===== config.mk =====
export PLATFORM = sky130hd
export DESIGN_NAME = tdh_cell
export DESIGN_NICKNAME = d
export VERILOG_FILES = /design/src/rtl/timer_deadline_heap_core_assert.svh /design/src/rtl/tdh_pkg.sv /design/src/rtl/tdh_cell.sv
export SDC_FILE = /design/constraint.sdc
export NUM_CORES = 1
export LEC_CHECK = 0
export BUFFER_PORTS_ARGS = -buffer_cell sky130_fd_sc_hd__buf_4
export CORE_MARGIN = 2
export CORE_UTILIZATION = 47
export CTS_BUF_LIST = sky130_fd_sc_hd__clkbuf_2 sky130_fd_sc_hd__clkbuf_4 sky130_fd_sc_hd__clkbuf_8
export CTS_CLUSTER_SIZE = 40
export DETAILED_ROUTE_END_ITERATION = 8
export GPL_TIMING_DRIVEN = 0
export PLACE_DENSITY = 0.77
export REMOVE_ABC_BUFFERS = 1
export SLEW_MARGIN = 20
export SYNTH_ARGS = -nofsm -noshare
export SYNTH_HDL_FRONTEND = slang
export SYNTH_SLANG_ARGS = --single-unit
export TNS_END_PERCENT = 50

===== constraint.sdc =====
create_clock -name clk -period 1.4 [get_ports clk]
set_input_delay 0.14 -clock clk [delete_from_list [all_inputs] [get_ports clk]]
set_output_delay 0.14 -clock clk [all_outputs]
set_load 0.01 [all_outputs]

===== src/rtl/timer_deadline_heap_core_assert.svh =====
// ----------------------------------------------------------------------------
// Timer deadline heap assertion macros
// Concurrent checks that are compiled out for synthesis.
// ----------------------------------------------------------------------------
`ifndef TIMER_DEADLINE_HEAP_CORE_ASSERT_SVH
`define TIMER_DEADLINE_HEAP_CORE_ASSERT_SVH

`ifndef SYNTHESIS

`define TDH_ASSERT(lbl, ck, rn, prop, msg) \
    lbl: assert property (@(posedge ck) disable iff (!rn) prop) else $error(msg);

`define TDH_ASSERT_NEXT(lbl, ck, rn, ante, cons, msg) \
    lbl: assert property (@(posedge ck) disable iff (!rn) (ante) |=> (cons)) else $error(msg);

`else

`define TDH_ASSERT(lbl, ck, rn, prop, msg)

`define TDH_ASSERT_NEXT(lbl, ck, rn, ante, cons, msg)

`endif

`endif


===== src/rtl/tdh_pkg.sv =====
`timescale 1ns / 1ps
// ----------------------------------------------------------------------------
// Timer deadline heap package
// Shared widths, operation codes and result codes.
// ----------------------------------------------------------------------------
package tdh_pkg;

    localparam int DEPTH_DEF = 128;
    localparam int TIME_W    = 48;
    localparam int MS_W      = 24;
    localparam int PROD_W    = MS_W + 10;
    localparam int TAG_W     = 32;
    localparam int ID_OUT_W  = 7;
    localparam int MODE_W    = 2;
    localparam int STAT_W    = 3;
    localparam int LIVE_W    = 8;
    localparam int CELL_W    = 8;
    localparam int CELL_B    = $clog2(CELL_W);
    localparam int US_PER_MS = 1000;

    localparam logic [TIME_W-1:0] TIME_MAX = {TIME_W{1'b1}};

    localparam logic [MODE_W-1:0] MODE_ADD  = 2'd0;
    localparam logic [MODE_W-1:0] MODE_DEL  = 2'd1;
    localparam logic [MODE_W-1:0] MODE_POLL = 2'd2;

    localparam logic [STAT_W-1:0] ST_ADDED   = 3'd0;
    localparam logic [STAT_W-1:0] ST_FULL    = 3'd1;
    localparam logic [STAT_W-1:0] ST_DELETED = 3'd2;
    localparam logic [STAT_W-1:0] ST_IGNORED = 3'd3;
    localparam logic [STAT_W-1:0] ST_POPPED  = 3'd4;
    localparam logic [STAT_W-1:0] ST_NONE    = 3'd5;

endpackage


===== src/rtl/tdh_cell.sv =====
`timescale 1ns / 1ps
// ----------------------------------------------------------------------------
// Timer deadline heap occupancy cell
// Holds the in-use flags of one group of entries and passes the lowest free
// entry seen so far to the next cell every cycle.
// ----------------------------------------------------------------------------
module tdh_cell #(
    parameter int DEPTH    = tdh_pkg::DEPTH_DEF,
    parameter int IW       = 7,
    parameter int CELL_IDX = 0
) (
    input  logic          clk,
    input  logic          rst_n,
    input  logic          upd_en,
    input  logic          upd_set,
    input  logic [IW-1:0] upd_id,
    input  logic [IW-1:0] q_id,
    input  logic          prev_found,
    input  logic [IW-1:0] prev_id,
    output logic          found,
    output logic [IW-1:0] free_id,
    output logic          q_hit
);
    import tdh_pkg::*;

    localparam int BASE = CELL_IDX * CELL_W;

    logic [CELL_W-1:0] used_reg;
    logic [CELL_W-1:0] used_next;
    logic [CELL_W-1:0] avail;
    logic [CELL_B-1:0] loc;
    logic [IW+CELL_B-1:0] upd_ext;
    logic [IW+CELL_B-1:0] q_ext;
    logic          found_reg;
    logic          found_next;
    logic [IW-1:0] id_reg;
    logic [IW-1:0] id_next;

    assign upd_ext = (IW+CELL_B)'(upd_id);
    assign q_ext   = (IW+CELL_B)'(q_id);

    always_comb
    begin
        used_next = used_reg;
        if (upd_en && upd_ext[IW+CELL_B-1:CELL_B] == IW'(CELL_IDX))
        begin
            used_next[upd_ext[CELL_B-1:0]] = upd_set;
        end
        for (int b = 0; b < CELL_W; b++)
        begin
            avail[b] = !used_reg[b] && (BASE + b < DEPTH);
        end
        loc = '0;
        for (int b = CELL_W - 1; b >= 0; b--)
        begin
            if (avail[b])
            begin
                loc = CELL_B'(b);
            end
        end
        found_next = prev_found || (|avail);
        id_next    = prev_found ? prev_id : IW'(BASE + int'(loc));
    end

    assign q_hit   = (q_ext[IW+CELL_B-1:CELL_B] == IW'(CELL_IDX)) && used_reg[q_ext[CELL_B-1:0]];
    assign found   = found_reg;
    assign free_id = id_reg;

    always_ff @(posedge clk or negedge rst_n)
    begin
        if (!rst_n)
        begin
            used_reg  <= '0;
            found_reg <= 1'b0;
        end
        else
        begin
            used_reg  <= used_next;
            found_reg <= found_next;
        end
    end

    always_ff @(posedge clk)
    begin
        id_reg <= id_next;
    end

endmodule


# Word level (Yosys, flattened, before mapping)

Index checks and enable logic that the tools add are counted.

Reductions and logical operators: 15
$lt $le $gt $ge: 3
Mux-type cells: 14

Operator list:

| kind                                                 | number |
|---|---|
| two-way mux 3 bit                                    | 9 |
| zero test 7 bit                                      | 2 |
| bitwise mux 8 bit                                    | 1 |
| zero test 1 bit                                      | 8 |
| < comparator 3 x 4 -> 1 bit (second input constant)  | 2 |
| OR reduction 8 bit                                   | 1 |
| binary-select mux 1 bit (select 3 bit)               | 1 |
| demux 1 bit (select 3 bit)                           | 1 |
| >= comparator 3 x 1 -> 1 bit (second input constant) | 1 |
| logical AND 1 bit                                    | 3 |
| two-way mux 1 bit                                    | 2 |
| logical OR 1 bit                                     | 1 |

Logic and storage cells: 36
Flip-flop bits (word level): 16
Output and inout bits: 9
Bits of input ports: 26

# Depth between registers and ports, before layout

Gate-level depths: netlist of run 1.

Depth in word-level cells: 9
Gate-level depth with buffers: 4
Gate-level depth less buffers: 4

# Worst setup path before layout of run 1

No wires, ideal clock.

Kind: in2reg
From: input port upd_id[3]
To: register used_reg[6]
Buffers on the path: 0
Cell stages on the path: 4
Library setup time: 0.125 ns
Required time: 1.275 ns
Slack: 0.132 ns
Arrival time: 1.143 ns
Path through: nor4b_4 > and2_2 > and4bb_2 > mux2_2

Cells in the longest elaborated chain, start to end: 2

Ends and longest elaborated chain:

| what                 | RTL line       | text |
|---|---|---|
| start, declared      | tdh_cell.sv:16 | `input logic [IW-1:0] upd_id,` |
| zero test 7 bit      | tdh_cell.sv:45 | `if (upd_en && upd_ext[IW+CELL_B-1:CELL_B] == IW'(CELL_IDX))` |
| logical AND 1 bit    | tdh_cell.sv:45 |  |
| end signal, assigned | tdh_cell.sv:78 | `used_reg <= used_next;` |
| end, declared        | tdh_cell.sv:28 | `logic [CELL_W-1:0] used_reg;` |

Every way passes these cells.
A chain may end at the register's enable or synchronous reset.

# Final worst setup path of run 1

From: register used_reg[0]
To: output port q_hit

Cells in the longest elaborated chain, start to end: 3

Ends and longest elaborated chain:

| what                                    | RTL line       | text |
|---|---|---|
| binary-select mux 1 bit (select 3 bit)  | tdh_cell.sv:65 | `assign q_hit = (q_ext[IW+CELL_B-1:CELL_B] == IW'(CELL_IDX)) && used_reg[q_ext[CELL_B-1:0]];` |
| two-way mux 1 bit (not written as such) | tdh_cell.sv:65 |  |
| logical AND 1 bit                       | tdh_cell.sv:65 |  |
| end, declared                           | tdh_cell.sv:22 | `output logic q_hit` |

Every way passes these cells. The select of a mux whose other input is x is not followed.

==> impl_metrics.yaml, run 1 <==
run_status:
  status: "complete, but fails checks"
  violations: "setup timing"
global_route:
  grt_start_max_net_pins: 12
  grtUsageTotal_pct: 20.20
  grt_pass1_vias: 669
  overflow: 0
  antenna_found_initial: 0
  grt_pass1_wl_um: 2808
logic_synthesis:
  yosys.area.top_type: "dfrtp_1"
  synth_most_common_cell: "dfrtp_1"
  synth-compound-area-share_pct: 7.282
  ys_warn_count: 0
  synth.area.mux_share_pct: 15.70
  yosysTopAreaCellShare_pct: 29.13
  syn-instance-count: 70
  synth_top_flop_cell: "dfrtp_1"
  synth_fa_ha_area_share_pct: 0
  synth_area_um2: 773.2
  yosys.area_share.simple_pct: 27.83
  yosys-top-cells-area: "dfrtp_1 (29%), dfxtp_1 (18%), mux2_2 (10%), and2_1 (3.2%), and4bb_2 (3.2%)"
  ys_async_sr_fraction_pct: 56.25
  synth.distinct_cells: 27
  synth_top_family_by_area: "simple AND/OR/NAND/NOR gates"
  ys_ff_latch: 16
  ys_top_cells_by_count: "dfrtp_1 (9), dfxtp_1 (7), mux2_2 (7), nand2_1 (6)"
  avgSynthCellArea_um2: 11.05
  synth-edff-count: 0
  ys_seq_area_share_pct: 47.25
  synth_xor_area_share_pct: 0
setup_path:
  cpLargestDelayFamily: "multiplexers"
  cp_max_fo: 2
  cp_cell_sequence: "mux4_2, nor2_2, nor2_1, buf_4"
  cp_num_buf_inv: 1
  arrival_ns: 1.45
  critical_path_class: "flop to output pin"
  startpoint_type: "flop"
  critPathCaptureType: "output pin"
  slowest_delay_ns: 0.47
  slowest_stage: "mux4_2"
  worstPathRequired_ns: 1.26
detailed_routing:
  final_antenna_net_count: 0
  remaining_drc_errors: 0
  wl_per_cell_um: 13.32
  wl_um: 1705
  drt_iter0_markers: 12
  viasPerCell: 5.445
  first_pass_iters: 4
  vias: 697
sta:
  min_period_ns: 1.586
  period_share_pct: 113.3
  final-max-slew-violation-count: 0
  clock.fmax_mhz: 630.5
  setup_ws_ns: -0.1861
  worstMarginPinSlew_ns: 0.2525
  finalSetupViolCount: 1
  finClkSkew_ns: 0.0005453
  hold_violations: 0
  timing.slew.headroom_pct: 83.01
  rsz0062_at_grt: "true"
place:
  gp_congestion: 0.7693
  io_buffers: 34
  postPlaceCellArea_um2: 1045
  dpl_worst_slack_ns: -0.04814
clock_tree:
  cts_htree_levels: 1
  root_buffer: "clkbuf_4"
  clkSinkCount: 16
  tritoncts: "done"
  clkTransAtPathRegs_ns: 0.09
  cts_made_buffers: 3
  clockBufferDepth: 2
  clock_latency_ns: 0.28
pwr:
  total_power_w: 0.0009962
  p_per_area_nw_per_um2: 886.6
  p_leak_nw: 0.5187
  vdd_drop_max_mv: 0.8223
min_path:
  hp-class: "input port to flop"
die:
  initial_core_util_pct: 50.74
  io_pins: 35
  die_h_um: 44.56
  rows: 14
  core_um2: 1524
  die_area_um2: 1986
  die_w_um: 44.56
flow_run:
  drv_cap: 0
cells_and_area:
  fin_area_um2: 1124
  drive_gt1_share_pct: 50.89
  largest_reg_flops: 8
  nets: 139
  diodes: 0
  area_growth_pct: 45.31
## layout by cell type (no fill, tap or decap), drive strengths merged
master | Yosys | final
dfrtp | 9 | 9
mux2 | 7 | 7
mux4 | 1 | 1
clkbuf | 1 | 4
nor3 | 1 | 1
mux2i | 2 | 2
dlygate4sd3 | 0 | 1
nand2b | 2 | 2
or4 | 1 | 1
a22o | 1 | 1
a31oi | 2 | 2
o31ai | 2 | 2
nor4b | 2 | 2
nand3 | 3 | 3
buf | 0 | 38
inv | 3 | 3
o21ai | 4 | 4
and4bb | 2 | 2
nor2 | 3 | 3
nand2 | 6 | 6
dfxtp | 7 | 7
nand4 | 1 | 1
and2 | 5 | 5
nand3b | 2 | 2
nor4 | 2 | 2
nand4b | 1 | 1
## per-stage QoR
stage | setup TNS [ns] | utilization, % | hold slack (ns) | cells
final | -0.1861 | 73.73 | 0.05258 | 128
after floorplan | 0 | - | -0.1556 | 69
after detailed placement | -0.08958 | 68.55 | -0.02813 | 119
after CTS | -0.2145 | 73.73 | 0.03978 | 128
after global placement | -0.05647 | 68.55 | -0.03002 | 119
after global routing | -0.2483 | 73.73 | 0.03086 | 128
## report_power, final
group / internal, W / switching [W]
Combinational: 0.000112 / 0.0000703
Sequential: 0.000489 / 0.0000214
Clock: 0.000158 / 0.000146
## routing by layer
metal	wire length (um)	track usage, %	share of wire [%]	vias to the layer above
li1	-	-	-	342
met1	667	23.20	39	326
met2	905	34.20	53	29
met3	132	7.347	7.7	0
met4	0	7.273	0	0
met5	0	0	0	-
## worst register-to-register path, stage by stage (launching register included)
cell and delay [ns]:
dfrtp_1 0.36, buf_4 0.12, nand2_1 0.08, or4_1 0.49
## final cells by class
type                       count  area (um^2)
fill                         119        400.4
multi-input combinational     50        395.4
sequential                    16        365.4
timing repair buffer          39        295.3
clock buffer                   4        36.28
tap                           16        20.02
inverter                       3        11.26
## logic make-up (layout without fill, tap and decap cells)
| group | after synthesis | count (layout) |
|---|---|---|
| AO/OA/AOI/OAI | 9 | 9 |
| flip-flops | 16 | 16 |
| AND/OR/NAND/NOR | 31 | 31 |
| multiplexers | 10 | 10 |
| buffers and inverters | 4 | 46 |
## worst paths after layout
path | start | endpoint | slack [ns] | cells past startpoint
worst max-delay path | used_reg[0] | q_hit | -0.19 | 4
worst min-delay path | prev_id[1] | free_id[1] | 0.05 | 3
worst max register to register | used_reg[2] | found | 0.23 | 3
worst min register to register | used_reg[7] | used_reg[7] | 0.62 | 1
max in group asynchronous | rst_n | used_reg[0] | 1.06 | 2
min in group asynchronous | rst_n | used_reg[6] | 0.21 | 2
## what timing repair did
| item | CTS | global route |
|---|---|---|
| endpoints found under the setup margin | 1 | 1 |
| endpoints found under the hold margin | 9 | 0 |
| pin swaps | 0 | 0 |
| gates resized for setup | 1 | 0 |
| hold buffers | 1 | 0 |
| setup buffers | 4 | 0 |
Note: power is estimated with default switching activity, not from simulation.
==> run 2, diff against run 1 <==
Settings changed: CELL_PAD_IN_SITES_DETAIL_PLACEMENT from default to 1, CELL_PAD_IN_SITES_GLOBAL_PLACEMENT from default to 2, CORE_UTILIZATION 47 to 28, RECOVER_POWER from default to 50.
==> run 2 against run 1 <==
Against the previous run: the flow still finishes with violations (setup timing); wire length increased by 6.6%; total power decreased by 3.6%; critical path depth unchanged; worst setup slack better by 0.030 ns; sequential share of layout area barely moved; via count is 0.43% higher; maximum frequency grew 1.9%; sequential power hardly changed; worst hold slack worse by 0.0050 ns; die area grew 61%; critical path type unchanged.
==> impl_metrics.yaml, run 2 (synthesis results as in run 1) <==
sta:
  setup_ws_ns: -0.1557
  rsz0062_at_grt: "true"
  finalSetupViolCount: 1
  finClkSkew_ns: 0.003638
  clock.fmax_mhz: 642.8
  final-max-slew-violation-count: 0
  worstMarginPinSlew_ns: 0.5205
  min_period_ns: 1.556
  timing.slew.headroom_pct: 65.30
  period_share_pct: 111.1
  hold_violations: 0
detailed_routing:
  wl_um: 1818
  viasPerCell: 4.861
  drt_iter0_markers: 7
  wl_per_cell_um: 12.63
  remaining_drc_errors: 0
  vias: 700
  final_antenna_net_count: 0
  first_pass_iters: 4
pwr:
  power_frac_comb_pct: 18.3
  swShare_pct: 24.55
  p_leak_nw: 0.5005
  total_power_w: 0.0009608
  clockPowerShare_pct: 28.6
  p_per_area_nw_per_um2: 856.1
  power_frac_seq_pct: 53.1
  p_int_w: 0.0007249
  vdd_drop_max_mv: 0.6199
  switchingPower_w: 0.0002359
clock_tree:
  root_buffer: "clkbuf_4"
  clockBufferDepth: 2
  clkSinkCount: 16
  cts_htree_levels: 1
  postCtsResizedCells: 0
  clock_latency_ns: 0.28
  clkTransAtPathRegs_ns: 0.09
  cts_made_buffers: 3
  tritoncts: "done"
setup_path:
  slowest_stage: "mux4_2"
  critical_path_class: "flop to output pin"
  startpoint_type: "flop"
  cp_max_fo: 2
  worstPathRequired_ns: 1.26
  cpMostUsedCell: "nor2_1"
  cp_cell_sequence: "mux4_2, nor2_1, nor2_1, buf_4"
  critPathCaptureType: "output pin"
  arrival_ns: 1.42
  slowest_delay_ns: 0.46
cells_and_area:
  drive_gt1_share_pct: 46.02
  diodes: 0
  final_cell_mix: "buf_4 (34), dfrtp_1 (9), mux2_2 (7), dfxtp_1 (7), nand2_1 (6)"
  nets: 140
  area_growth_pct: 45.15
  mostFrequentLayoutCell: "buf_4"
  largest_reg_flops: 8
  final_util_pct: 41.78
place:
  gp_congestion: 0.6651
  hpwlAfterDp_um: 1403
  io_buffers: 34
global_route:
  grt_start_max_net_pins: 12
  grt_pass1_vias: 726
  antenna_found_initial: 0
  grt_pass1_wl_um: 3139
  grtUsageTotal_pct: 12.68
  overflow: 0
run_status:
  violations: "setup timing"
  status: "complete, but fails checks"
die:
  io_pins: 35
  rows: 19
  die_h_um: 56.55
  core_um2: 2686
  die_area_um2: 3198
  die_w_um: 56.55
  initial_core_util_pct: 28.78
min_path:
  hp-class: "input port to flop"
flow_run:
  drv_cap: 0
## run 2: per-layer routing
layer | global-route usage, % | vias up | share of wire [%]
met5 | 0 | - | 0
met4 | 4.082 | 0 | 0.66
met3 | 4.147 | 2 | 7.1
met2 | 21.59 | 27 | 49
met1 | 14.94 | 329 | 43
li1 | - | 342 | -
## run 2: layout make-up
cell class,instances,area (um^2)
tap,31,38.79
clock buffer,4,30.03
sequential,16,365.4
timing repair buffer,40,284.0
multi-input combinational,50,392.9
fill,328,1564
inverter,3,11.26
## run 2: worst paths after layout
| check | endpoint | cells past startpoint | from | slack, ns |
|---|---|---|---|---|
| hold reg to reg | used_reg[6] | 1 | used_reg[6] | 0.63 |
| max in group asynchronous | used_reg[1] | 2 | rst_n | 0.73 |
| setup / recovery | q_hit | 4 | used_reg[3] | -0.16 |
| setup reg to reg | found | 4 | used_reg[3] | 0.15 |
| min in group asynchronous | found | 2 | rst_n | 0.33 |
| hold / removal | free_id[0] | 3 | prev_id[0] | 0.05 |
## run 2: power groups by stage
stage | clock (W) | sequential (W) | combinational [W]
after CTS | 0.000293 | 0.000510 | 0.000184
final | 0.000275 | 0.000510 | 0.000176
after global placement | 0 | 0.000525 | 0.000156
after global routing | 0.000321 | 0.000514 | 0.000197
after floorplan | 0 | 0.000522 | 0.0000553
after detailed placement | 0 | 0.000527 | 0.000160
## run 2: timing repair
| item | in CTS | in global routing |
|---|---|---|
| endpoints found under the hold margin | 9 | 0 |
| setup buffers | 4 | 1 |
| hold buffers | 1 | 0 |
| setup endpoints to repair | 1 | 1 |
## run 2: per-stage QoR
stage               cells  TNS (ns)  area [um^2]  hold WS [ns]  worst slack (ns)
floorplan              69         0        769.5       -0.1556            0.1322
global placement      134  -0.08663         1064      -0.03111          -0.04107
detailed placement    134   -0.1687         1064      -0.02773          -0.05872
CTS                   143   -0.1754         1134       0.03554           -0.1754
global route          144   -0.2541         1122       0.03763           -0.2541
finish                144   -0.1557         1122       0.04758           -0.1557
## run 2: worst max-delay path, delay by kind of cell, from the launching register on
| kind | cells | cell delay [ns] |
|---|---|---|
| buffers and inverters | 1 | 0.13 |
| flip-flops | 1 | 0.39 |
| multiplexers | 1 | 0.46 |
| AND/OR/NAND/NOR | 2 | 0.15 |
